## config.mk

```make
export PLATFORM = sky130hd
export DESIGN_NAME = gd3_tag_field_extractor
export DESIGN_NICKNAME = d
export VERILOG_FILES = /design/src/rtl/core/gd3tfe_pkg.sv /design/src/rtl/core/gd3tfe_front.sv /design/src/rtl/core/gd3tfe_queue.sv /design/src/rtl/core/gd3tfe_back.sv /design/src/rtl/core/gd3_tag_field_extractor.sv
export SDC_FILE = /design/constraint.sdc
export NUM_CORES = 1
export LEC_CHECK = 0
export BUFFER_PORTS_ARGS = -buffer_cell sky130_fd_sc_hd__buf_2
export CAP_MARGIN = 20
export CELL_PAD_IN_SITES_DETAIL_PLACEMENT = 1
export CELL_PAD_IN_SITES_GLOBAL_PLACEMENT = 1
export CORE_MARGIN = 4
export CORE_UTILIZATION = 35
export CTS_CLUSTER_SIZE = 16
export DETAILED_ROUTE_END_ITERATION = 10
export PLACE_DENSITY_LB_ADDON = 0.1
export SETUP_SLACK_MARGIN = 0.02
export SLEW_MARGIN = 15
export SYNTH_ARGS = -nofsm -noshare
export SYNTH_HDL_FRONTEND = slang
export SYNTH_HIERARCHICAL = 1
export SYNTH_SLANG_ARGS = --single-unit
```

## constraint.sdc

```tcl
create_clock -name i_clk -period 13.6 [get_ports i_clk]
set_input_delay 2.72 -clock i_clk [delete_from_list [all_inputs] [get_ports i_clk]]
set_output_delay 2.72 -clock i_clk [all_outputs]
set_load 0.03 [all_outputs]
```

## src/rtl/core/gd3tfe_pkg.sv

```systemverilog
// ----------------------------------------------------------------------------
// gd3tfe_pkg
// shared types, codes and helpers of the tag field extractor
// ----------------------------------------------------------------------------
package gd3tfe_pkg;

    localparam int FIELD_W            = 4;
    localparam int DEFAULT_NUM_FIELDS = 11;
    localparam int DEFAULT_Q_DEPTH    = 4;

    typedef enum logic [1:0] {
        KIND_TEXT      = 2'd0,
        KIND_FIELD_END = 2'd1,
        KIND_HEADER    = 2'd2,
        KIND_FINISH    = 2'd3
    } t_kind;

    typedef enum logic [2:0] {
        ST_OK    = 3'd0,
        ST_SHORT = 3'd1,
        ST_PTR   = 3'd2,
        ST_CUT   = 3'd3,
        ST_MAGIC = 3'd4
    } t_status;

    localparam logic [32:0] TAG_OFFSET  = 33'h14;
    localparam logic [30:0] PTR_WORD    = 31'd5;
    localparam logic [3:0]  CHUNK_LAST  = 4'd11;
    localparam logic [7:0]  UTF8_CONT   = 8'h80;
    localparam logic [7:0]  UTF8_LEAD2  = 8'hC0;
    localparam logic [7:0]  UTF8_LEAD3  = 8'hE0;

    // results caused by one input transaction, in output order:
    // header, text bytes, field ends, finish
    typedef struct packed {
        logic                has_hdr;
        logic [31:0]         ver;
        logic [31:0]         len;
        logic [1:0]          txt_n;
        logic [15:0]         unit;
        logic [FIELD_W-1:0]  field;
        logic [FIELD_W-1:0]  fe_count;
        logic                has_fin;
        t_status             status;
    } t_cmd;

    function automatic logic [7:0] magic_byte(input logic [1:0] k);
        logic [7:0] m;
        case (k)
            2'd0:    m = 8'h47;
            2'd1:    m = 8'h64;
            2'd2:    m = 8'h33;
            default: m = 8'h20;
        endcase
        return m;
    endfunction

    // rem counts down from tot to 1
    function automatic logic [7:0] utf8_byte(input logic [15:0] unit,
                                             input logic [1:0] tot,
                                             input logic [1:0] rem);
        logic [7:0] b;
        case (rem)
            2'd3: b = UTF8_LEAD3 | {4'b0, unit[15:12]};
            2'd2: begin
                if (tot == 2'd3) begin
                    b = UTF8_CONT | {2'b0, unit[11:6]};
                end else begin
                    b = UTF8_LEAD2 | {3'b0, unit[10:6]};
                end
            end
            default: begin
                if (tot == 2'd1) begin
                    b = unit[7:0];
                end else begin
                    b = UTF8_CONT | {2'b0, unit[5:0]};
                end
            end
        endcase
        return b;
    endfunction

endpackage

```

## src/rtl/core/gd3tfe_front.sv

```systemverilog
// ----------------------------------------------------------------------------
// gd3tfe_front
// byte parser: tracks the file layout and issues at most one command per transaction
// ----------------------------------------------------------------------------
module gd3tfe_front #(
    parameter int NUM_FIELDS = gd3tfe_pkg::DEFAULT_NUM_FIELDS
) (
    input  logic              i_clk,
    input  logic              i_rst_n,
    input  logic              i_accept,
    input  logic [7:0]        i_file_byte,
    input  logic              i_end_of_file,
    output logic              o_q_push,
    output gd3tfe_pkg::t_cmd  o_cmd
);
    import gd3tfe_pkg::*;

    localparam logic [FIELD_W-1:0] NF = FIELD_W'(NUM_FIELDS);

    typedef enum logic [4:0] {
        PH_HEADER = 5'b00001,
        PH_SEEK   = 5'b00010,
        PH_CHUNK  = 5'b00100,
        PH_DATA   = 5'b01000,
        PH_DONE   = 5'b10000
    } t_phase;

    t_phase             r_phase, n_phase;
    logic [32:0]        r_pos, n_pos;
    logic [32:0]        r_target, n_target;
    logic [31:0]        r_ptr, n_ptr;
    logic [31:0]        r_ver, n_ver;
    logic [31:0]        r_len, n_len;
    logic [31:0]        r_left, n_left;
    logic [7:0]         r_low, n_low;
    logic               r_have, n_have;
    logic [FIELD_W-1:0] r_field, n_field;
    logic               r_magic, n_magic;
    logic [3:0]         r_k, n_k;

    t_cmd               cmd;
    logic               chunk_now;
    logic [3:0]         k;
    logic [15:0]        unit;
    logic [FIELD_W-1:0] field_inc;
    logic [31:0]        ptr_full;
    logic [31:0]        len_full;

    always_comb begin
        n_phase  = r_phase;
        n_pos    = r_pos;
        n_target = r_target;
        n_ptr    = r_ptr;
        n_ver    = r_ver;
        n_len    = r_len;
        n_left   = r_left;
        n_low    = r_low;
        n_have   = r_have;
        n_field  = r_field;
        n_magic  = r_magic;
        n_k      = r_k;
        cmd      = '0;
        cmd.status = ST_OK;

        chunk_now = (r_phase == PH_CHUNK) || ((r_phase == PH_SEEK) && (r_pos == r_target));
        k         = (r_phase == PH_CHUNK) ? r_k : 4'd0;
        unit      = {i_file_byte, r_low};
        field_inc = r_field + 1'b1;
        ptr_full  = {i_file_byte, r_ptr[23:0]};
        len_full  = {i_file_byte, r_len[23:0]};

        if (i_accept) begin
            case (r_phase)
                PH_HEADER: begin
                    if (r_pos[32:2] == PTR_WORD) begin
                        case (r_pos[1:0])
                            2'd0:    n_ptr[7:0]   = i_file_byte;
                            2'd1:    n_ptr[15:8]  = i_file_byte;
                            2'd2:    n_ptr[23:16] = i_file_byte;
                            default: n_ptr[31:24] = i_file_byte;
                        endcase
                        if (r_pos[1:0] == 2'd3) begin
                            n_target = {1'b0, ptr_full} + TAG_OFFSET;
                            if (ptr_full[31:2] == 30'd0) begin
                                cmd.has_fin = 1'b1;
                                cmd.status  = ST_PTR;
                                n_phase     = PH_DONE;
                            end else begin
                                n_phase = PH_SEEK;
                            end
                        end
                    end
                end
                PH_SEEK, PH_CHUNK: begin
                    if (chunk_now) begin
                        n_phase = PH_CHUNK;
                        n_k     = k + 4'd1;
                        if (k < 4'd4) begin
                            if (i_file_byte != magic_byte(k[1:0])) begin
                                n_magic = 1'b0;
                            end
                        end else if (k < 4'd8) begin
                            case (k[1:0])
                                2'd0:    n_ver[7:0]   = i_file_byte;
                                2'd1:    n_ver[15:8]  = i_file_byte;
                                2'd2:    n_ver[23:16] = i_file_byte;
                                default: n_ver[31:24] = i_file_byte;
                            endcase
                        end else begin
                            case (k[1:0])
                                2'd0:    n_len[7:0]   = i_file_byte;
                                2'd1:    n_len[15:8]  = i_file_byte;
                                2'd2:    n_len[23:16] = i_file_byte;
                                default: n_len[31:24] = i_file_byte;
                            endcase
                        end
                        if (k == CHUNK_LAST) begin
                            if (!r_magic) begin
                                cmd.has_fin = 1'b1;
                                cmd.status  = ST_MAGIC;
                                n_phase     = PH_DONE;
                            end else begin
                                cmd.has_hdr = 1'b1;
                                cmd.ver     = r_ver;
                                cmd.len     = len_full;
                                n_left      = len_full;
                                n_field     = '0;
                                n_phase     = PH_DATA;
                                if (len_full == 32'd0) begin
                                    cmd.field    = '0;
                                    cmd.fe_count = NF;
                                    cmd.has_fin  = 1'b1;
                                    n_phase      = PH_DONE;
                                end
                            end
                        end
                    end
                end
                PH_DATA: begin
                    n_left    = r_left - 32'd1;
                    cmd.field = r_field;
                    if (!r_have) begin
                        n_low  = i_file_byte;
                        n_have = 1'b1;
                    end else begin
                        n_have = 1'b0;
                        if (unit == 16'd0) begin
                            cmd.fe_count = {{(FIELD_W-1){1'b0}}, 1'b1};
                            n_field      = field_inc;
                        end else begin
                            cmd.unit = unit;
                            if (unit[15:7] == 9'd0) begin
                                cmd.txt_n = 2'd1;
                            end else if (unit[15:11] == 5'd0) begin
                                cmd.txt_n = 2'd2;
                            end else begin
                                cmd.txt_n = 2'd3;
                            end
                        end
                    end
                    if (r_have && (unit == 16'd0) && (field_inc == NF)) begin
                        cmd.has_fin = 1'b1;
                        n_phase     = PH_DONE;
                    end else if (r_left == 32'd1) begin
                        cmd.fe_count = NF - r_field;
                        cmd.has_fin  = 1'b1;
                        n_phase      = PH_DONE;
                    end
                end
                default: ;
            endcase

            if (r_pos != {33{1'b1}}) begin
                n_pos = r_pos + 33'd1;
            end

            if (i_end_of_file) begin
                case (n_phase)
                    PH_HEADER: begin
                        cmd.has_fin = 1'b1;
                        cmd.status  = ST_SHORT;
                    end
                    PH_SEEK, PH_CHUNK: begin
                        cmd.has_fin = 1'b1;
                        cmd.status  = ST_CUT;
                    end
                    PH_DATA: begin
                        if (cmd.fe_count == '0) begin
                            cmd.field = n_field;
                        end
                        cmd.fe_count = NF - cmd.field;
                        cmd.has_fin  = 1'b1;
                    end
                    default: ;
                endcase
                n_phase  = PH_HEADER;
                n_pos    = '0;
                n_target = '0;
                n_ptr    = '0;
                n_ver    = '0;
                n_len    = '0;
                n_left   = '0;
                n_low    = '0;
                n_have   = 1'b0;
                n_field  = '0;
                n_magic  = 1'b1;
                n_k      = '0;
            end
        end
    end

    always_ff @(posedge i_clk) begin
        if (!i_rst_n) begin
            r_phase  <= PH_HEADER;
            r_pos    <= '0;
            r_target <= '0;
            r_ptr    <= '0;
            r_ver    <= '0;
            r_len    <= '0;
            r_left   <= '0;
            r_low    <= '0;
            r_have   <= 1'b0;
            r_field  <= '0;
            r_magic  <= 1'b1;
            r_k      <= '0;
        end else begin
            r_phase  <= n_phase;
            r_pos    <= n_pos;
            r_target <= n_target;
            r_ptr    <= n_ptr;
            r_ver    <= n_ver;
            r_len    <= n_len;
            r_left   <= n_left;
            r_low    <= n_low;
            r_have   <= n_have;
            r_field  <= n_field;
            r_magic  <= n_magic;
            r_k      <= n_k;
        end
    end

    assign o_cmd    = cmd;
    assign o_q_push = i_accept && (cmd.has_hdr || (cmd.txt_n != 2'd0)
                                   || (cmd.fe_count != '0) || cmd.has_fin);

endmodule

```

## src/rtl/core/gd3tfe_queue.sv

```systemverilog
// ----------------------------------------------------------------------------
// gd3tfe_queue
// small command fifo between parser and result sequencer
// ----------------------------------------------------------------------------
module gd3tfe_queue #(
    parameter int DEPTH = gd3tfe_pkg::DEFAULT_Q_DEPTH
) (
    input  logic              i_clk,
    input  logic              i_rst_n,
    input  logic              i_push,
    input  gd3tfe_pkg::t_cmd  i_cmd,
    input  logic              i_pop,
    output gd3tfe_pkg::t_cmd  o_cmd,
    output logic              o_valid,
    output logic              o_full
);
    import gd3tfe_pkg::*;

    localparam int PTR_W = (DEPTH > 1) ? $clog2(DEPTH) : 1;
    localparam int CNT_W = $clog2(DEPTH + 1);
    localparam logic [PTR_W-1:0] LAST_PTR = PTR_W'(DEPTH - 1);
    localparam logic [CNT_W-1:0] FULL_CNT = CNT_W'(DEPTH);

    t_cmd             r_mem [DEPTH];
    logic [PTR_W-1:0] r_wr, n_wr;
    logic [PTR_W-1:0] r_rd, n_rd;
    logic [CNT_W-1:0] r_cnt, n_cnt;
    logic             do_push, do_pop;

    assign do_push = i_push && (r_cnt != FULL_CNT);
    assign do_pop  = i_pop && (r_cnt != '0);

    always_comb begin
        n_wr  = r_wr;
        n_rd  = r_rd;
        n_cnt = r_cnt;
        if (do_push) begin
            n_wr = (r_wr == LAST_PTR) ? '0 : r_wr + 1'b1;
        end
        if (do_pop) begin
            n_rd = (r_rd == LAST_PTR) ? '0 : r_rd + 1'b1;
        end
        if (do_push && !do_pop) begin
            n_cnt = r_cnt + 1'b1;
        end else if (do_pop && !do_push) begin
            n_cnt = r_cnt - 1'b1;
        end
    end

    always_ff @(posedge i_clk) begin
        if (!i_rst_n) begin
            r_wr  <= '0;
            r_rd  <= '0;
            r_cnt <= '0;
        end else begin
            r_wr  <= n_wr;
            r_rd  <= n_rd;
            r_cnt <= n_cnt;
        end
    end

    always_ff @(posedge i_clk) begin
        if (do_push) begin
            r_mem[r_wr] <= i_cmd;
        end
    end

    assign o_cmd   = r_mem[r_rd];
    assign o_valid = (r_cnt != '0);
    assign o_full  = (r_cnt == FULL_CNT);

endmodule

```

## src/rtl/core/gd3tfe_back.sv

```systemverilog
// ----------------------------------------------------------------------------
// gd3tfe_back
// result sequencer: expands commands into result transactions; while results are popped, one per cycle
// ----------------------------------------------------------------------------
module gd3tfe_back (
    input  logic                              i_clk,
    input  logic                              i_rst_n,
    input  gd3tfe_pkg::t_cmd                  i_cmd,
    input  logic                              i_cmd_valid,
    output logic                              o_cmd_pop,
    input  logic                              i_pop,
    output logic                              o_empty,
    output gd3tfe_pkg::t_kind                 o_kind,
    output logic [gd3tfe_pkg::FIELD_W-1:0]    o_field_index,
    output logic [7:0]                        o_text_byte,
    output logic [31:0]                       o_tag_version,
    output logic [31:0]                       o_data_length,
    output gd3tfe_pkg::t_status               o_status,
    output logic                              o_run_last
);
    import gd3tfe_pkg::*;

    // working command
    logic               r_hdr;
    logic [1:0]         r_txt_n;
    logic [FIELD_W-1:0] r_fe_cnt;
    logic               r_fin;
    logic [31:0]        r_ver;
    logic [31:0]        r_len;
    logic [1:0]         r_txt_tot;
    logic [15:0]        r_unit;
    logic [FIELD_W-1:0] r_field;
    t_status            r_status;

    // output register
    logic               r_o_valid;
    t_kind              r_o_kind;
    logic [FIELD_W-1:0] r_o_field;
    logic [7:0]         r_o_text;
    logic [31:0]        r_o_ver;
    logic [31:0]        r_o_len;
    t_status            r_o_status;
    logic               r_o_last;

    logic               busy, adv, emit, load;
    t_kind              it_kind;
    logic [FIELD_W-1:0] it_field;
    logic [7:0]         it_text;
    logic [31:0]        it_ver;
    logic [31:0]        it_len;
    t_status            it_status;
    logic               it_last;

    assign busy = r_hdr || (r_txt_n != 2'd0) || (r_fe_cnt != '0) || r_fin;

    always_comb begin
        it_kind   = KIND_FINISH;
        it_field  = '0;
        it_text   = '0;
        it_ver    = '0;
        it_len    = '0;
        it_status = ST_OK;
        it_last   = 1'b1;
        if (r_hdr) begin
            it_kind = KIND_HEADER;
            it_ver  = r_ver;
            it_len  = r_len;
            it_last = (r_txt_n == 2'd0) && (r_fe_cnt == '0) && !r_fin;
        end else if (r_txt_n != 2'd0) begin
            it_kind  = KIND_TEXT;
            it_field = r_field;
            it_text  = utf8_byte(r_unit, r_txt_tot, r_txt_n);
            it_last  = (r_txt_n == 2'd1) && (r_fe_cnt == '0) && !r_fin;
        end else if (r_fe_cnt != '0) begin
            it_kind  = KIND_FIELD_END;
            it_field = r_field;
            it_last  = (r_fe_cnt == {{(FIELD_W-1){1'b0}}, 1'b1}) && !r_fin;
        end else begin
            it_status = r_status;
        end
    end

    assign adv  = !r_o_valid || i_pop;
    assign emit = adv && busy;
    assign load = i_cmd_valid && (!busy || (emit && it_last));

    always_ff @(posedge i_clk) begin
        if (!i_rst_n) begin
            r_hdr     <= 1'b0;
            r_txt_n   <= '0;
            r_fe_cnt  <= '0;
            r_fin     <= 1'b0;
            r_o_valid <= 1'b0;
        end else begin
            if (adv) begin
                r_o_valid <= busy;
            end
            if (load) begin
                r_hdr    <= i_cmd.has_hdr;
                r_txt_n  <= i_cmd.txt_n;
                r_fe_cnt <= i_cmd.fe_count;
                r_fin    <= i_cmd.has_fin;
            end else if (emit) begin
                if (r_hdr) begin
                    r_hdr <= 1'b0;
                end else if (r_txt_n != 2'd0) begin
                    r_txt_n <= r_txt_n - 2'd1;
                end else if (r_fe_cnt != '0) begin
                    r_fe_cnt <= r_fe_cnt - 1'b1;
                end else begin
                    r_fin <= 1'b0;
                end
            end
        end
    end

    always_ff @(posedge i_clk) begin
        if (load) begin
            r_ver     <= i_cmd.ver;
            r_len     <= i_cmd.len;
            r_txt_tot <= i_cmd.txt_n;
            r_unit    <= i_cmd.unit;
            r_field   <= i_cmd.field;
            r_status  <= i_cmd.status;
        end else if (emit && !r_hdr && (r_txt_n == 2'd0) && (r_fe_cnt != '0)) begin
            r_field <= r_field + 1'b1;
        end
        if (emit) begin
            r_o_kind   <= it_kind;
            r_o_field  <= it_field;
            r_o_text   <= it_text;
            r_o_ver    <= it_ver;
            r_o_len    <= it_len;
            r_o_status <= it_status;
            r_o_last   <= it_last;
        end
    end

    assign o_cmd_pop     = load;
    assign o_empty       = !r_o_valid;
    assign o_kind        = r_o_kind;
    assign o_field_index = r_o_field;
    assign o_text_byte   = r_o_text;
    assign o_tag_version = r_o_ver;
    assign o_data_length = r_o_len;
    assign o_status      = r_o_status;
    assign o_run_last    = r_o_last;

endmodule

```

## src/rtl/core/gd3_tag_field_extractor.sv

```systemverilog
// ----------------------------------------------------------------------------
// gd3_tag_field_extractor
// Reads a VGM file one byte per transaction and returns its tag chunk as
// results: a header item with version and data length, the UTF-8 bytes of
// each UTF-16LE tag field with a field-end after each, and one finishing item
// with a status. A byte is accepted in every cycle in which the command queue
// (QUEUE_DEPTH entries) has room. The result sequencer delivers one result
// per cycle from its output register while results are popped, so a byte
// that causes several results holds the back end until all are delivered:
// a code unit of two bytes gives one to three text bytes, and a byte that
// ends the region or the file can cause up to three text bytes, a field end
// for every field and the finishing item. Results of earlier bytes drain
// while later bytes are parsed.
// ----------------------------------------------------------------------------
module gd3_tag_field_extractor #(
    parameter int NUM_FIELDS  = gd3tfe_pkg::DEFAULT_NUM_FIELDS,
    parameter int QUEUE_DEPTH = gd3tfe_pkg::DEFAULT_Q_DEPTH
) (
    input  logic                            i_clk,
    input  logic                            i_rst_n,
    input  logic                            push,
    output logic                            full,
    input  logic [7:0]                      i_file_byte,
    input  logic                            i_end_of_file,
    output logic                            empty,
    input  logic                            pop,
    output logic [1:0]                      o_kind,
    output logic [gd3tfe_pkg::FIELD_W-1:0]  o_field_index,
    output logic [7:0]                      o_text_byte,
    output logic [31:0]                     o_tag_version,
    output logic [31:0]                     o_data_length,
    output logic [2:0]                      o_status,
    output logic                            o_run_last
);
    import gd3tfe_pkg::*;

    logic    w_accept;
    logic    w_q_push;
    logic    w_q_pop;
    logic    w_q_valid;
    logic    w_q_full;
    t_cmd    w_cmd_in;
    t_cmd    w_cmd_out;
    t_kind   w_kind;
    t_status w_status;

    assign w_accept = push && !w_q_full;
    assign full     = w_q_full;

    gd3tfe_front #(
        .NUM_FIELDS (NUM_FIELDS)
    ) u_front (
        .i_clk         (i_clk),
        .i_rst_n       (i_rst_n),
        .i_accept      (w_accept),
        .i_file_byte   (i_file_byte),
        .i_end_of_file (i_end_of_file),
        .o_q_push      (w_q_push),
        .o_cmd         (w_cmd_in)
    );

    gd3tfe_queue #(
        .DEPTH (QUEUE_DEPTH)
    ) u_queue (
        .i_clk   (i_clk),
        .i_rst_n (i_rst_n),
        .i_push  (w_q_push),
        .i_cmd   (w_cmd_in),
        .i_pop   (w_q_pop),
        .o_cmd   (w_cmd_out),
        .o_valid (w_q_valid),
        .o_full  (w_q_full)
    );

    gd3tfe_back u_back (
        .i_clk         (i_clk),
        .i_rst_n       (i_rst_n),
        .i_cmd         (w_cmd_out),
        .i_cmd_valid   (w_q_valid),
        .o_cmd_pop     (w_q_pop),
        .i_pop         (pop),
        .o_empty       (empty),
        .o_kind        (w_kind),
        .o_field_index (o_field_index),
        .o_text_byte   (o_text_byte),
        .o_tag_version (o_tag_version),
        .o_data_length (o_data_length),
        .o_status      (w_status),
        .o_run_last    (o_run_last)
    );

    assign o_kind   = w_kind;
    assign o_status = w_status;

`ifndef SYNTHESIS
    a_no_push_when_full: assert property (@(posedge i_clk) disable iff (!i_rst_n)
        w_q_push |-> !w_q_full)
        else $error("command pushed into full queue");

    a_finish_is_last: assert property (@(posedge i_clk) disable iff (!i_rst_n)
        (!empty && (w_kind == KIND_FINISH)) |-> o_run_last)
        else $error("finish item not last of its transaction");

    a_field_in_range: assert property (@(posedge i_clk) disable iff (!i_rst_n)
        (!empty && ((w_kind == KIND_TEXT) || (w_kind == KIND_FIELD_END)))
        |-> (o_field_index < FIELD_W'(NUM_FIELDS)))
        else $error("field index out of range");

    a_pop_needs_data: assert property (@(posedge i_clk) disable iff (!i_rst_n)
        w_q_pop |-> w_q_valid)
        else $error("command taken from empty queue");
`endif

endmodule
```

Yosys cells after proc, flatten, opt, wreduce, memory -nomap -nowiden
Memory sizes are Yosys's and may differ from the RTL's. A register that Yosys moved wholly into a read port is not among the register bits.
Index checks and enable logic that the tools add are counted.

storage, ports and cells
  input port bits = 13
  memories = 1
  output and inout bits = 84
  bits in writable memories = 380
  register bits = 388

cells by class
  reductions and logical operators = 100
  equality and inequality tests = 40
  multiplexer cells = 142
  bitwise operators = 1
  add/sub/neg operators = 14
  magnitude comparators = 2

memory list
  name           words  width  rd ports  clocked after memory_dff  wr ports  RTL line            text
  u_queue.r_mem  4      95     1         1                         1         gd3tfe_queue.sv:24  t_cmd r_mem [DEPTH];

operators by type and width
  operator                                              count
  2-to-1 mux 32 bit                                     9
  2-to-1 mux 65 bit                                     4
  2-to-1 mux 33 bit                                     6
  2-to-1 mux 24 bit                                     8
  2-to-1 mux 8 bit                                      18
  2-to-1 mux 4 bit                                      28
  2-to-1 mux 95 bit                                     1
  2-to-1 mux 5 bit                                      13
  one-hot mux 32 bit (2 select lines)                   1
  2-to-1 mux 18 bit                                     3
  nonzero test 2 bit                                    23
  AND reduction 6 bit                                   7
  2-to-1 mux 12 bit                                     3
  adder 32 x 5 -> 33 bit, second input constant         1
  adder 33 x 1 -> 33 bit, second input constant         1
  equality test 33 bit                                  1
  != test 33 bit, second input constant                 1
  equality test 32 x 1 -> 1 bit, second input constant  1
  logical NOT 32 bit                                    1
  one-hot mux 8 bit (2 select lines)                    2
  subtractor 32 x 1 -> 32 bit, second input constant    1
  equality test 31 x 3 -> 1 bit, second input constant  1
  logical NOT 30 bit                                    1
  2-to-1 mux 1 bit                                      25
  49 further kinds                                      139

Longest topological paths before layout
Gate-level depths: netlist (run 1).

  depth after elaboration = 26
  depth in mapped cells = 24

Modules after synthesis
The synthesis (run 1) kept the hierarchy.

modules (own cells, without submodules)
  module                   cells each  times used  area each (µm²)  seq. area each (µm²)
  gd3tfe_queue             548         1           14227.4          11591.1
  gd3tfe_front             1449        1           11524.8          4023.9
  gd3tfe_back              374         1           6551.3           5315.1
  gd3_tag_field_extractor  1           1           13.8             0.0

Worst setup path after synthesis (run 1)
OpenSTA, ideal clock, no wires.

  kind = in2reg
  from = input i_file_byte[7]
  to = memory u_queue/r_mem[0][0] in the netlist's numbering (enable)
  cell stages on the path = 12
  slack = 5.336 ns
  arrival time = 7.799 ns
  path buffers = 2
  data required time = 13.136 ns
  library setup time = 0.464 ns
  cell sequence = clkbuf_1 nor4_1 nand2_1 a2111oi_0 nor2_1 a221o_2 nand3b_4 a311oi_2 o31a_1 nor2b_1 clkbuf_1 and2_1

between the ends
  cells in the longest elaborated chain, start to end = 23
  elaborated cells on any way between the ends = 65

RTL lines
  element                                                          RTL line                                                       text
  start: declaration                                               gd3_tag_field_extractor.sv:23                                  input logic [7:0] i_file_byte,
  logical NOT 32 bit / logical NOT 16 bit (equally long branches)  gd3tfe_front.sv:129, gd3tfe_front.sv:147, gd3tfe_front.sv:161
  2-to-1 mux 5 bit / 2-to-1 mux 1 bit (equally long branches)      gd3tfe_front.sv:129, gd3tfe_front.sv:147
  2-to-1 mux 8 bit / 2-to-1 mux 4 bit (equally long branches)      gd3tfe_front.sv:118, gd3tfe_front.sv:142
  2-to-1 mux 12 bit / 2-to-1 mux 5 bit (equally long branches)     gd3tfe_front.sv:117, gd3tfe_front.sv:164
  2-to-1 mux 12 bit / 2-to-1 mux 4 bit (equally long branches)     gd3tfe_front.sv:95, gd3tfe_front.sv:161
  one-hot mux 8 bit (2 select lines)                               gd3tfe_front.sv:73                                             case (r_phase)
  2-to-1 mux 8 bit                                                 gd3tfe_front.sv:72                                             if (i_accept) begin
  logical NOT 4 bit                                                gd3tfe_front.sv:188                                            if (cmd.fe_count == '0) begin
  [... 9 more ...]                                                 --
  logical OR 1 bit                                                 gd3tfe_front.sv:244                                            || (cmd.fe_count != '0) || cmd.has_fin);
  logical OR 1 bit *                                               gd3tfe_front.sv:244
  logical AND 1 bit *                                              gd3tfe_front.sv:243                                            assign o_q_push = i_accept && (cmd.has_hdr || (cmd.txt_n != 2'd0)
  net w_q_push                                                     gd3_tag_field_extractor.sv:38                                  logic w_q_push;
  logical AND 1 bit *                                              gd3tfe_queue.sv:30                                             assign do_push = i_push && (r_cnt != FULL_CNT);
  net u_queue.do_push                                              gd3tfe_queue.sv:28                                             logic do_push, do_pop;
  2-to-1 mux 1 bit *                                               gd3tfe_queue.sv:63                                             if (do_push) begin
  2-to-1 mux 1 bit (not written as such) *                         gd3tfe_queue.sv:64                                             r_mem[r_wr] <= i_cmd;
  end: declaration                                                 gd3tfe_queue.sv:24

The timed path passes the listed nets; every way through them passes the cells marked *. The select of a mux whose other input is x is not followed.

Worst setup path after layout (run 1)
  from = input i_file_byte[7]
  to = memory u_queue/r_mem[2][46] in the netlist's numbering (enable)

between the ends
  cells in the longest elaborated chain, start to end = 23
  elaborated cells on any way between the ends = 65

RTL lines
  element                                                          RTL line
  logical NOT 32 bit / logical NOT 16 bit (equally long branches)  gd3tfe_front.sv:129, gd3tfe_front.sv:147, gd3tfe_front.sv:161
  2-to-1 mux 5 bit / 2-to-1 mux 1 bit (equally long branches)      gd3tfe_front.sv:129, gd3tfe_front.sv:147
  2-to-1 mux 8 bit / 2-to-1 mux 4 bit (equally long branches)      gd3tfe_front.sv:118, gd3tfe_front.sv:142
  2-to-1 mux 12 bit / 2-to-1 mux 5 bit (equally long branches)     gd3tfe_front.sv:117, gd3tfe_front.sv:164
  2-to-1 mux 12 bit / 2-to-1 mux 4 bit (equally long branches)     gd3tfe_front.sv:95, gd3tfe_front.sv:161
  one-hot mux 8 bit (2 select lines)                               gd3tfe_front.sv:73
  2-to-1 mux 8 bit                                                 gd3tfe_front.sv:72
  logical NOT 4 bit                                                gd3tfe_front.sv:188
  [... 8 more ...]                                                 --
  nonzero test 4 bit                                               gd3tfe_front.sv:244
  logical OR 1 bit                                                 gd3tfe_front.sv:244
  logical OR 1 bit *                                               gd3tfe_front.sv:244
  logical AND 1 bit *                                              gd3tfe_front.sv:243
  net w_q_push                                                     gd3_tag_field_extractor.sv:38
  logical AND 1 bit *                                              gd3tfe_queue.sv:30
  2-to-1 mux 1 bit *                                               gd3tfe_queue.sv:63
  2-to-1 mux 1 bit (not written as such) *                         gd3tfe_queue.sv:64

Marks and branches as above.

==> flow_summary.rst, run 1 <==
.. list-table::
   :header-rows: 1

   * - Metric
     - Value
   * - Run status
     - complete, no violations
   * - Worst-case headroom to the max-slew limit
     - 28.8%
   * - Area overhead of the layout relative to synthesis
     - 14.1%
   * - Total CTS buffers
     - 87
   * - Data required, critical path
     - roughly 14 ns
   * - Largest net degree at the start of global routing
     - between 90 and 100
   * - Skew final
     - approximately 0.024 ns
   * - Post-synthesis sequential element count
     - 770
   * - Setup-violating endpoint count in the final report
     - 0
   * - CTS tree
     - yes
   * - First-pass DRT Iterations
     - 5
   * - Final RePlAce weighted congestion
     - between 0.8 and 0.9
   * - Bufs on Longest Clock Path
     - 3
   * - Critical path fanouts, max
     - 50
   * - DRC
     - 0
   * - Number of fill cells in the layout
     - 9397
   * - Critical path type
     - input port to flop
   * - Tot GR Track Use
     - between 15 and 20%
   * - Global-route wire length before repair
     - 132000 um
   * - Kind of start point of the critical path
     - input port
   * - Net Count, Synth
     - around 2400
   * - Share of the clock period used by the worst path
     - between 50 and 60%
   * - Number of cells traversed by the worst hold path
     - 2
   * - Post-DP HPWL
     - between 50000 and 60000 um
   * - Final slew viol count
     - 0
   * - Grt ovf
     - 0
   * - Arrival @ worst endpoint
     - between 7 and 8 ns
   * - Async set-reset flop share out of synthesis
     - 0%
   * - Critical register-to-register path startpoint
     - u_front/r_phase[4]$_SDFFE_PN0P_
   * - Die outline area
     - between 90000 and 100000 um2
   * - Critical Path End Type
     - flop
   * - FF-to-FF setup slack
     - approximately 6.6 ns
   * - Startpoint of the tightest hold check path
     - u_front/r_left[26]$_SDFFE_PN0P_
   * - Synth Flop Type
     - sky130_fd_sc_hd__edfxtp_1
   * - Remaining antenna violation count
     - 0
   * - Post-synth EDFFs
     - around 550
   * - Area occupied by multi-input gates
     - approximately 11000 um2
   * - Highest attainable clock frequency
     - around 0.14 GHz
   * - Final wirelength
     - ~87000 um
   * - Number of ports placed on the die boundary
     - 97
   * - Final min period
     - ~7.3 ns
   * - Vias after detailed routing
     - roughly 20000
   * - Share of synthesized area occupied by flip-flops and latches
     - 64.8%
   * - Commonest cells after routing, fill and taps aside
     - sky130_fd_sc_hd__edfxtp_1, sky130_fd_sc_hd__dfxtp_1, sky130_fd_sc_hd__and2_1
   * - Number of max-capacitance violations reported
     - 0
   * - Buffers inserted by post-CTS timing repair
     - 0
   * - Worst flop-to-flop path endpoint
     - u_queue/r_mem[2][46]$_DFFE_PP_
   * - Post-Synthesis Cells
     - between 2000 and 2500
   * - Final hold violation count
     - 0
   * - Count of buffers from port buffering
     - 96
   * - Routed len/inst
     - 23.3 um
   * - Skew-Pair Late Insertion Delay
     - 0.65 ns
   * - Ratio of cells with drive above 1 in the final layout
     - 15.9%
   * - Mapped Area
     - 32300 um2
   * - IR drop worst, VDD
     - between 0.15 and 0.2 mV
   * - Drt initial violations
     - roughly 1200
   * - Avg Cell Area, Syn
     - approximately 14 um2
   * - Setup TNS
     - 0 ns
   * - Sinks on Clock Net
     - 770
   * - Number of global-route vias before repair
     - 20507
   * - Floorplan row count
     - between 100 and 150
   * - Overall die height
     - 312 um
   * - Post-Route Hold Slack
     - between 0.4 and 0.5 ns
   * - Power density over the cells
     - between 150 and 200 nW/um2
   * - Most common cell after layout, fill and taps aside
     - sky130_fd_sc_hd__edfxtp_1
   * - Cell type with the highest aggregate area in the netlist
     - sky130_fd_sc_hd__edfxtp_1
   * - Capture endpoint of the worst hold path
     - u_front/r_left[26]$_SDFFE_PN0P_
   * - Final Net Count
     - 2502
   * - Unrepaired setup endpoints after global routing
     - no
   * - Post-CTS sizing
     - 0
   * - Number of antenna violations at the first check in global routing
     - 6
   * - Sequential cell area
     - approximately 21000 um2
   * - Count of yosys warnings during synthesis
     - 6
   * - Clk slew on worst S/H paths
     - 0.06 ns
   * - Starting density of the core
     - 35.3%
   * - Hold WC Path Type
     - flop to flop
   * - Core outline area
     - 91700 um2
   * - Share of Yosys cell area claimed by the top area cell type
     - just over 50%
   * - Netlist cell types
     - a little under 80
   * - Horiz. Die Dim
     - slightly above 300 um
   * - Hold-fix buffers, CTS
     - 0
   * - Least-Margin Pin Slew
     - between 1 and 1.5 ns
   * - Number of cells on the worst reg-to-reg path
     - 16
   * - Number of H-tree branching levels
     - 3
   * - Per-cell via count in the routed design
     - 5.28
   * - Leak Pwr
     - between 10 and 15 nW
   * - Top post-synthesis cells by area
     - sky130_fd_sc_hd__edfxtp_1, sky130_fd_sc_hd__dfxtp_1, sky130_fd_sc_hd__mux4_2, sky130_fd_sc_hd__and2_1, sky130_fd_sc_hd__nor2b_1
   * - Clock tree root driver cell
     - sky130_fd_sc_hd__clkbuf_16
layer usage:
| layer | vias up | part of all wire (%) | GRT usage [%] |
|---|---|---|---|
| li1 | 9053 | - | - |
| met1 | 10179 | 47 | 24.6 |
| met2 | 304 | 48 | 29.7 |
| met3 | 97 | 3.4 | 2.51 |
| met5 | - | 0 | 0 |
| met4 | 0 | 1.5 | 3.67 |
worst max path at each step:
stage | from | to | slack (ns) | depth (start not counted)
global placement | i_file_byte[2] | u_queue/r_mem[0][48]$_DFFE_PP_ | 5.71 | 14
detailed placement | i_file_byte[7] | u_queue/r_mem[0][41]$_DFFE_PP_ | 5.65 | 13
floorplan | i_file_byte[7] | u_queue/r_mem[0][0]$_DFFE_PP_ | 5.34 | 12
CTS | i_file_byte[7] | u_queue/r_mem[0][61]$_DFFE_PP_ | 6.31 | 13
global route | i_file_byte[7] | u_queue/r_mem[0][48]$_DFFE_PP_ | 5.84 | 13
finish | i_file_byte[7] | u_queue/r_mem[2][46]$_DFFE_PP_ | 6.33 | 13
sequential cells by signal, indices dropped and copies added (netlist names), 4 cells and up, named ones only:
register              count
u_front/r_pos            33
u_back/o_data_length     32
u_front/r_field           4
u_back/r_field            4
u_back/o_tag_version     32
u_back/o_text_byte        8
u_front/r_target         33
u_front/r_len            24
u_back/o_field_index      4
u_queue/r_mem           380
u_front/r_k               4
u_front/r_phase           5
u_back/r_unit            16
u_front/r_ptr            24
u_front/r_low             8
u_back/r_len             32
u_back/r_fe_cnt           4
u_back/r_ver             32
u_front/r_ver            32
u_front/r_left           32
synth_stat cells (all sizes together), types with 4 or more instances:
| cell type | n |
|---|---|
| a31oi | 6 |
| a211oi | 8 |
| mux2i | 60 |
| nor3b | 6 |
| xor2 | 67 |
| or2 | 8 |
| buf | 31 |
| a21boi | 5 |
| a2111oi | 5 |
| ha | 30 |
| nor3 | 37 |
| mux4 | 95 |
| a311oi | 12 |
| a22o | 4 |
| inv | 40 |
| nor2b | 121 |
| nand4 | 25 |
| and3 | 81 |
| mux2 | 4 |
| or3 | 17 |
| and4 | 9 |
| nor4b | 4 |
| nor4 | 41 |
| and2 | 138 |
| nand2b | 6 |
| edfxtp | 551 |
| dfxtp | 219 |
| nor2 | 130 |
| a21oi | 81 |
| clkbuf | 106 |
| nand2 | 100 |
| o31ai | 5 |
| o21a | 5 |
| xnor2 | 38 |
| nand3 | 85 |
| a22oi | 41 |
| or4 | 7 |
| o21ai | 104 |
per-stage QoR:
step	util, %	instances	cell area (um2)	worst slack, ns	power [mW]
2_1_floorplan	-	2372	32300	5.34	4.22
3_3_place_gp	37.0	3547	33900	5.71	4.64
3_5_place_dp	37.1	3553	34000	5.65	4.69
4_1_cts	40.2	3715	36900	6.31	7.06
5_1_grt	40.2	3717	36900	5.84	7.28
6_report	40.2	3719	36900	6.33	6.92
report_power, final:
part           switching, mW  total [mW]  internal, mW
clock                  0.955        2.34          1.38
sequential             0.122        3.14          3.02
combinational          0.985        1.44         0.459
total                   2.06        6.92          4.86
logic make-up (layout without fill, tap and decap cells):
kind of cell | count (synthesis) | count (layout) | share of synthesized area, %
compound gates | 307 | 307 | 5.95
xor+xnor | 105 | 105 | 2.85
fa+ha+maj | 31 | 31 | 1.22
buf+inv | 177 | 336 | 2.50
flops | 770 | 770 | 64.8
mux | 159 | 159 | 8.64
other cells | 0 | 2 | 0
simple gates | 823 | 823 | 14.1
layout make-up:
cell class / instances / area share, %
well taps: 1186 / 4.02
diodes: 2 / 0.0136
clock buffers: 123 / 6.66
repair buffers: 134 / 2.16
flip-flops and latches: 770 / 56.8
inverters: 40 / 0.421
multi-input cells: 1425 / 28.8
clock inverters: 39 / 1.16
worst max-delay path, cell delays in order:
cell and delay (ns):
sky130_fd_sc_hd__buf_2 0.20, sky130_fd_sc_hd__nor4_1 0.42, sky130_fd_sc_hd__nand3_1 0.27, sky130_fd_sc_hd__nor3_1 0.33, sky130_fd_sc_hd__a2bb2oi_1 0.20, sky130_fd_sc_hd__o21ai_0 0.18, sky130_fd_sc_hd__nor2_1 0.38, sky130_fd_sc_hd__nand3_1 0.19
sky130_fd_sc_hd__a311oi_2 0.32, sky130_fd_sc_hd__o31a_1 0.19, sky130_fd_sc_hd__nor2b_1 0.50, sky130_fd_sc_hd__and2_4 0.81, sky130_fd_sc_hd__buf_4 0.74
Note: power is estimated with default switching activity, not from simulation.
==> run 2: changes to the inputs <==
==> constraint.sdc (replaced) <==
create_clock -name i_clk -period 6.9 [get_ports i_clk]
set_input_delay 1.38 -clock i_clk [delete_from_list [all_inputs] [get_ports i_clk]]
set_output_delay 1.38 -clock i_clk [all_outputs]
set_load 0.03 [all_outputs]
==> flow_summary.rst, run 2 (synthesized netlist as in run 1, its figures left out) <==
.. list-table::
   :header-rows: 1

   * - Metric
     - Value
   * - First-pass DRT Iterations
     - 5 (unchanged)
   * - Kind of start point of the critical path
     - flop
   * - Final hold violation count
     - 0 (unchanged)
   * - Vias after detailed routing
     - 19612 (-0.11%)
   * - Core outline area
     - 91700 um2 (unchanged)
   * - Number of fill cells in the layout
     - 9430 (+0.35%)
   * - DRC
     - 0 (unchanged)
   * - Commonest cells after routing, fill and taps aside
     - sky130_fd_sc_hd__edfxtp_1, sky130_fd_sc_hd__dfxtp_1, sky130_fd_sc_hd__and2_1
   * - Final slew viol count
     - 0 (unchanged)
   * - Skew-Pair Late Insertion Delay
     - 0.65 ns (about the same)
   * - Starting density of the core
     - 35.3% (unchanged)
   * - Critical register-to-register path startpoint
     - u_front/r_phase[2]$_SDFFE_PN0P_
   * - Final min period
     - 5.65 ns
   * - Global-route wire length before repair
     - 131000 um (-0.87%)
   * - Critical path fanouts, max
     - 39 (-22%)
   * - Tot GR Track Use
     - 17.4% (-0.26 points)
   * - Final Total Pwr
     - 13.7 mW (+98%)
   * - Post-DP HPWL
     - 56200 um (-0.88%)
   * - Met3 Routed Length
     - 3540 um (+19%)
   * - Number of ports placed on the die boundary
     - 97 (unchanged)
   * - Horiz. Die Dim
     - 312 um (unchanged)
   * - Overall die height
     - 312 um (unchanged)
   * - Clock tree root driver cell
     - sky130_fd_sc_hd__clkbuf_16
   * - Flip-flop count of the largest register, all copies and words added
     - 380 (unchanged)
   * - Setup TNS
     - 0 ns (unchanged)
   * - Power density over the cells
     - 372 nW/um2 (+98%)
   * - Die outline area
     - 97300 um2 (unchanged)
   * - Ratio of cells with drive above 1 in the final layout
     - 15.5% (-0.39 points)
   * - DP Cell Count
     - 3553 (unchanged)
   * - Share of the clock period used by the worst path
     - about 82%
   * - Post-CTS sizing
     - 0 (unchanged)
   * - Grt ovf
     - 0 (unchanged)
   * - Sinks on Clock Net
     - 770 (unchanged)
   * - Routed wl met2
     - 40100 um (-4.6%)
   * - Worst slack, placed
     - 0.763 ns (-4.89 ns)
   * - Number of max-capacitance violations reported
     - 0 (unchanged)
   * - CTS tree
     - yes
   * - Fin area
     - 37000 um2 (+0.24%)
   * - Most frequent cell on the critical path
     - sky130_fd_sc_hd__nor2b_1
   * - Unrepaired setup endpoints after global routing
     - no
   * - Register with the most flip-flops
     - u_queue/r_mem
   * - Count of buffers from port buffering
     - 96 (unchanged)
   * - Peak per-stage delay on the critical path
     - 0.67 ns (-0.14 ns)
   * - Capture endpoint of the worst hold path
     - u_front/r_left[26]$_SDFFE_PN0P_
   * - Top Registers
     - u_queue/r_mem (380), u_front/r_pos (33), u_front/r_target (33)
   * - Run status
     - complete, no violations
   * - IR drop worst, VDD
     - 0.301 mV (+91%)
   * - Critical path, cell by cell
     - nor2b_1 -> and2_1 -> nand2_1 -> inv_1 -> ha_1 -> nor2b_1 -> nand4_1 -> nor4b_1 -> a221o_1 -> nor2_1 -> nand3_1 -> a311oi_2 -> o31a_1 -> nor2b_1 -> and2_4 -> buf_4
   * - Most common cell after layout, fill and taps aside
     - sky130_fd_sc_hd__edfxtp_1
   * - Routed len/inst
     - 22.9 um (-1.9%)
   * - Final Net Count
     - 2501 (-0.040%)
   * - Drt initial violations
     - 1237 (+1.7%)
   * - Data required, critical path
     - 7.19 ns (-6.68 ns)
   * - Critical Path End Type
     - flop
   * - Worst-case headroom to the max-slew limit
     - 29.1% (+0.37 points)
   * - Number of cells on the worst reg-to-reg path
     - 16 (unchanged)
   * - Critical path type
     - flop to flop
   * - Number of antenna violations at the first check in global routing
     - 5 (-1)
   * - Worst flop-to-flop path endpoint
     - u_queue/r_mem[2][26]$_DFFE_PP_
   * - Number of global-route vias before repair
     - 20701 (+0.95%)
   * - Highest attainable clock frequency
     - about 0.18 GHz
   * - Post-Route Hold Slack
     - 0.483 ns (-0.00132 ns)
   * - Least-Margin Pin Slew
     - 1.06 ns (-0.00722 ns)
   * - Final cell count without fillers
     - 3717 (-0.054%)
   * - Final RePlAce weighted congestion
     - 0.828 (-0.36%)
   * - Number of H-tree branching levels
     - 3 (unchanged)
   * - Leak Pwr
     - 13.3 nW (+0.20%)
   * - Hold WC Path Type
     - flop to flop
   * - Setup-violating endpoint count in the final report
     - 0 (unchanged)
   * - Arrival @ worst endpoint
     - 5.94 ns (-1.60 ns)
   * - Clk slew on worst S/H paths
     - 0.06 ns (about the same)
   * - Largest net degree at the start of global routing
     - 95 (+2.2%)
   * - Startpoint of the tightest hold check path
     - u_front/r_left[26]$_SDFFE_PN0P_
   * - Total CTS buffers
     - 87 (unchanged)
   * - Number of cells traversed by the worst hold path
     - 2 (unchanged)
   * - Final wirelength
     - 85100 um (-1.9%)
   * - Slowest cell on the critical path
     - sky130_fd_sc_hd__and2_4
   * - Remaining antenna violation count
     - 0 (unchanged)
   * - FF-to-FF setup slack
     - 1.25 ns (-5.38 ns)
   * - Worst setup margin
     - 1.25 ns (-5.08 ns)
   * - Per-cell via count in the routed design
     - 5.28 (about the same)
   * - Area overhead of the layout relative to synthesis
     - 14.4%
   * - Wl on met1
     - 39600 um (-2.2%)
   * - Floorplan row count
     - 111 (unchanged)
   * - Final core area utilization
     - 40.3% (+0.098 points)
   * - Bufs on Longest Clock Path
     - 3 (unchanged)
   * - Placed cell area
     - 34000 um2 (about the same)
   * - Skew final
     - 0.0296 ns (+0.00522 ns)
   * - Highest Signal Layer
     - met4
   * - Hold-fix buffers, CTS
     - 0 (unchanged)
   * - Buffers inserted by post-CTS timing repair
     - 0 (unchanged)
run 2: how the worst max path moves through the flow:
| stage | from | depth (start not counted) | to | slack [ns] |
|---|---|---|---|---|
| after global placement | i_file_byte[1] | 13 | u_queue/r_mem[2][22]$_DFFE_PP_ | 0.78 |
| after global routing | u_front/r_phase[2]$_SDFFE_PN0P_ | 16 | u_queue/r_mem[2][26]$_DFFE_PP_ | 0.77 |
| after floorplan | i_file_byte[7] | 12 | u_queue/r_mem[0][0]$_DFFE_PP_ | 1.02 |
| after detailed placement | i_file_byte[1] | 13 | u_queue/r_mem[2][16]$_DFFE_PP_ | 0.76 |
| final | u_front/r_phase[2]$_SDFFE_PN0P_ | 16 | u_queue/r_mem[2][26]$_DFFE_PP_ | 1.25 |
| after CTS | u_front/r_phase[2]$_SDFFE_PN0P_ | 16 | u_queue/r_mem[2][26]$_DFFE_PP_ | 1.23 |
run 2: report_power, final:
part	switching, mW	internal [mW]
Sequential	0.293	5.95
Clock	1.89	2.88
Combinational	1.83	0.900
run 2: layout make-up:
class	count	area (um2)	share of cell area, %
sequential	770	20900	56.6
multi-input combinational	1425	10600	28.7
clock buffer	111	2330	6.30
tap	1186	1480	4.01
timing repair buffer	133	823	2.23
clock inverter	51	632	1.71
inverter	40	155	0.420
antenna	1	2.50	0.00677
run 2: metal layers:
metal / track usage, % / up-vias
met5: 0 / -
met4: 4.96 / 0
met3: 2.89 / 115
met2: 28.2 / 333
met1: 24.3 / 10117
li1: - / 9047
run 2: worst max-delay path, delay by kind of cell, from the launching register on:
family / cells / cell delay (ns)
simple gates: 10 / 3.17
compound gates: 3 / 0.89
buf+inv: 2 / 0.61
flops: 1 / 0.43
fa+ha+maj: 1 / 0.21
==> run 3: changes to the inputs <==
--- a/config.mk
+++ b/config.mk
@@ -5,6 +5,7 @@
 export SDC_FILE = /design/constraint.sdc
 export NUM_CORES = 1
 export LEC_CHECK = 0
+export ABC_AREA = 1
 export BUFFER_PORTS_ARGS = -buffer_cell sky130_fd_sc_hd__buf_2
 export CAP_MARGIN = 20
 export CELL_PAD_IN_SITES_DETAIL_PLACEMENT = 1
==> constraint.sdc (replaced) <==
create_clock -name i_clk -period 5.9 [get_ports i_clk]
set_input_delay 1.18 -clock i_clk [delete_from_list [all_inputs] [get_ports i_clk]]
set_output_delay 1.18 -clock i_clk [all_outputs]
set_load 0.03 [all_outputs]
==> flow_summary.rst, run 3 <==
.. list-table::
   :header-rows: 1

   * - Metric
     - Value
   * - Most frequent cell on the critical path
     - sky130_fd_sc_hd__nand2_1
   * - Skew final
     - 0.0326 ns (+0.00299 ns)
   * - Cell type with the highest aggregate area in the netlist
     - sky130_fd_sc_hd__edfxtp_1
   * - Async set-reset flop share out of synthesis
     - 0% (unchanged)
   * - Global-route wire length before repair
     - 158000 um (+21%)
   * - Commonest cells after routing, fill and taps aside
     - sky130_fd_sc_hd__edfxtp_1, sky130_fd_sc_hd__nand2_1, sky130_fd_sc_hd__nor2_1
   * - Area overhead of the layout relative to synthesis
     - 13.9%
   * - Core outline area
     - 94900 um2 (+3.5%)
   * - Least-Margin Pin Slew
     - 1.15 ns (+0.0942 ns)
   * - Floorplan row count
     - 113 (+1.8%)
   * - Worst-case headroom to the max-slew limit
     - 22.8% (-6.3 points)
   * - Clock tree root driver cell
     - sky130_fd_sc_hd__clkbuf_16
   * - Per-cell via count in the routed design
     - 5.15 (-2.4%)
   * - Critical path fanouts, max
     - 52 (+33%)
   * - Post-DP HPWL
     - 68900 um (+23%)
   * - Final min period
     - 4.54 ns (-1.11 ns)
   * - Netlist cell types
     - 63 (-20%)
   * - Number of global-route vias before repair
     - 25724 (+24%)
   * - Count of buffers from port buffering
     - 96 (unchanged)
   * - GR Util met1
     - 26.8% (+2.6 points)
   * - Share of the clock period used by the worst path
     - 76.9% (-4.9 points)
   * - Number of H-tree branching levels
     - 3 (unchanged)
   * - Worst setup margin
     - 1.36 ns (+0.110 ns)
   * - IR drop worst, VDD
     - 0.220 mV (-27%)
   * - Final slew viol count
     - 0 (unchanged)
   * - Worst slack, placed
     - 0.888 ns (+0.125 ns)
   * - Post-CTS sizing
     - 0 (unchanged)
   * - Leak Pwr
     - 14.1 nW (+6.1%)
   * - Starting density of the core
     - 35.2% (-0.038 points)
   * - Buffers inserted by post-CTS timing repair
     - 0 (unchanged)
   * - CTS tree
     - yes
   * - Critical Path End Type
     - flop
   * - Tot GR Track Use
     - 20.6% (+3.2 points)
   * - Critical register-to-register path startpoint
     - u_front/r_phase[4]$_SDFFE_PN0P_
   * - Overall die height
     - 317 um (+1.6%)
   * - Avg Cell Area, Syn
     - 10.0 um2 (-26%)
   * - Unrepaired setup endpoints after global routing
     - no
   * - Total CTS buffers
     - 87 (unchanged)
   * - Count of yosys warnings during synthesis
     - 6 (unchanged)
   * - Cell types with the highest counts after synthesis
     - sky130_fd_sc_hd__edfxtp_1, sky130_fd_sc_hd__nand2_1, sky130_fd_sc_hd__nor2_1
   * - Post-synthesis sequential element count
     - 770 (unchanged)
   * - Data required, critical path
     - 6.14 ns (-1.05 ns)
   * - Hold WC Path Type
     - flop to flop
   * - First-pass DRT Iterations
     - 4 (-1)
   * - Final wirelength
     - 103000 um (+21%)
   * - Die outline area
     - 100000 um2 (+3.3%)
   * - Routed len/inst
     - 21.8 um (-4.9%)
   * - Global-route layer with the greatest usage
     - met2
   * - DRC
     - 0 (unchanged)
   * - Net Count, Synth
     - 3375 (+40%)
   * - Critical path type
     - flop to flop
   * - Power density over the cells
     - 443 nW/um2 (+19%)
   * - Clk slew on worst S/H paths
     - 0.06 ns (about the same)
   * - Setup-violating endpoint count in the final report
     - 0 (unchanged)
   * - Number of ports placed on the die boundary
     - 97 (unchanged)
   * - Startpoint of the tightest hold check path
     - u_front/r_ver[4]$_SDFFE_PN0P_
   * - Final Net Count
     - 3443 (+38%)
   * - Remaining antenna violation count
     - 0 (unchanged)
   * - Arrival @ worst endpoint
     - 4.78 ns (-1.16 ns)
   * - Number of max-capacitance violations reported
     - 0 (unchanged)
   * - Flip-flop count of the largest register, all copies and words added
     - 380 (unchanged)
   * - Top Registers
     - u_queue/r_mem (380), u_front/r_pos (33), u_front/r_target (33)
   * - Final hold violation count
     - 0 (unchanged)
   * - Global routing met2 resource utilization
     - 36.5% (+8.3 points)
   * - Post-synth EDFFs
     - 551 (unchanged)
   * - Most common cell after layout, fill and taps aside
     - sky130_fd_sc_hd__edfxtp_1
   * - Ratio of cells with drive above 1 in the final layout
     - 10.9% (-4.6 points)
   * - Mapped Area
     - 33400 um2 (+3.4%)
   * - Critical path launch point
     - u_front/r_phase[4]$_SDFFE_PN0P_
   * - Horiz. Die Dim
     - 317 um (+1.6%)
   * - Bufs on Longest Clock Path
     - 3 (unchanged)
   * - Share of Yosys cell area claimed by the top area cell type
     - 49.5% (-1.7 points)
   * - Critical path, cell by cell
     - inv_1 -> nand4_4 -> inv_2 -> nand2_1 -> inv_1 -> ha_1 -> nand2_1 -> nor2_4 -> nand2_2 -> inv_2 -> o21ai_1 -> a21oi_4 -> nand3_2 -> nand2_1 -> nand2_1 -> nand2_1 -> nor2_1 -> nor2_1 -> nand2_1 -> nor2_4 -> buf_4
   * - Grt ovf
     - 0 (unchanged)
   * - Most common cell in the synthesized netlist
     - sky130_fd_sc_hd__edfxtp_1
   * - Share of synthesized area occupied by flip-flops and latches
     - 62.6% (-2.1 points)
   * - Highest attainable clock frequency
     - 0.220 GHz (+24%)
   * - Skew-Pair Late Insertion Delay
     - 0.65 ns (about the same)
   * - Register with the most flip-flops
     - u_queue/r_mem
   * - Met3 Track Usage GR
     - 2.29% (-0.59 points)
   * - Slowest cell on the critical path
     - sky130_fd_sc_hd__buf_4
   * - Drt initial violations
     - 1395 (+13%)
   * - Run status
     - complete, no violations
   * - Post-Synthesis Cells
     - 3331 (+40%)
   * - Number of antenna violations at the first check in global routing
     - 0 (-5)
   * - Kind of start point of the critical path
     - flop
   * - Hold-fix buffers, CTS
     - 0 (unchanged)
   * - Top post-synthesis cells by area
     - sky130_fd_sc_hd__edfxtp_1, sky130_fd_sc_hd__dfxtp_1, sky130_fd_sc_hd__nand2_1, sky130_fd_sc_hd__nor2_1, sky130_fd_sc_hd__o21ai_0
   * - Vias after detailed routing
     - 24415 (+24%)
   * - Peak per-stage delay on the critical path
     - 0.71 ns (+0.04 ns)
   * - Final Total Pwr
     - 16.9 mW (+23%)
   * - Sinks on Clock Net
     - 770 (unchanged)
   * - Final RePlAce weighted congestion
     - 0.913 (+10%)
   * - Largest net degree at the start of global routing
     - 116 (+22%)
   * - Synth Flop Type
     - sky130_fd_sc_hd__edfxtp_1
## run 3: cell count changes in the layout (fill, tap and decap cells not counted), moves of 95 or more
cell	previous run	this run
sky130_fd_sc_hd__nor2_1	126	460
sky130_fd_sc_hd__a21oi_1	81	200
sky130_fd_sc_hd__nor2b_1	120	0
sky130_fd_sc_hd__o21ai_0	95	257
sky130_fd_sc_hd__o22ai_1	1	98
sky130_fd_sc_hd__and2_1	134	1
sky130_fd_sc_hd__inv_1	38	318
sky130_fd_sc_hd__nand2_1	100	489
sky130_fd_sc_hd__mux4_2	95	0
## run 3: cells by family (layout without fill, tap and decap cells)
kind of cell / count (synthesis) / count (layout) / share of synthesized area [%]
adders and majority gates: 31 / 31 / 1.18
and+or+nand+nor: 1301 / 1301 / 17.0
AOI/OAI and AO/OA: 669 / 669 / 11.1
DFF: 770 / 770 / 62.6
buffers and inverters: 494 / 637 / 6.33
other: 0 / 1 / 0
xor gates and xnor gates: 66 / 66 / 1.73
## run 3: final timing paths
kind	to	depth (start not counted)	slack [ns]
max	u_queue/r_mem[3][80]$_DFFE_PP_	21	1.36
min	u_front/r_ver[4]$_SDFFE_PN0P_	2	0.46
max reg2reg	u_queue/r_mem[3][80]$_DFFE_PP_	21	1.36
min reg2reg	u_front/r_ver[4]$_SDFFE_PN0P_	2	0.46
## run 3: power breakdown
| part | leakage [nW] | switching, mW | internal [mW] | total, mW |
|---|---|---|---|---|
| clock | 1.44 | 2.27 | 3.29 | 5.56 |
| sequential | 7.11 | 0.326 | 7.00 | 7.33 |
| combinational | 5.54 | 3.03 | 0.963 | 3.99 |
| total | 14.1 | 5.63 | 11.3 | 16.9 |
## run 3: per-layer routing
metal | wire [um] | part of all wire [%]
met5 | 0 | 0
met4 | 2080 | 2.0
met3 | 3460 | 3.4
met2 | 51600 | 50
met1 | 46100 | 45
## run 3: final cells by class
class / instances / area, um2
fill: 10594 / 56800
sequential: 770 / 20900
multi-input combinational: 2067 / 10400
clock buffer: 119 / 2450
tap: 1265 / 1580
inverter: 340 / 1290
timing repair buffer: 133 / 856
clock inverter: 45 / 514
antenna: 1 / 2.50
## run 3: through the flow
step	util (%)	instances	setup TNS (ns)	cell area, um2	hold slack (ns)
final	40.1	4740	0	38100	0.464
after global placement	36.9	4571	0	35000	0.449
after global routing	40.1	4739	0	38100	0.486
after CTS	40.1	4739	0	38100	0.464
after detailed placement	37.0	4575	0	35100	0.455
after floorplan	-	3331	-574.20	33400	0.440
## run 3: critical path, delay by kind of cell (launching register included)
| kind | cells | cell delay [ns] |
|---|---|---|
| and+or+nand+nor | 13 | 1.90 |
| buffers and inverters | 5 | 1.27 |
| AOI/OAI and AO/OA | 2 | 0.39 |
| DFF | 1 | 0.31 |
| adders and majority gates | 1 | 0.21 |
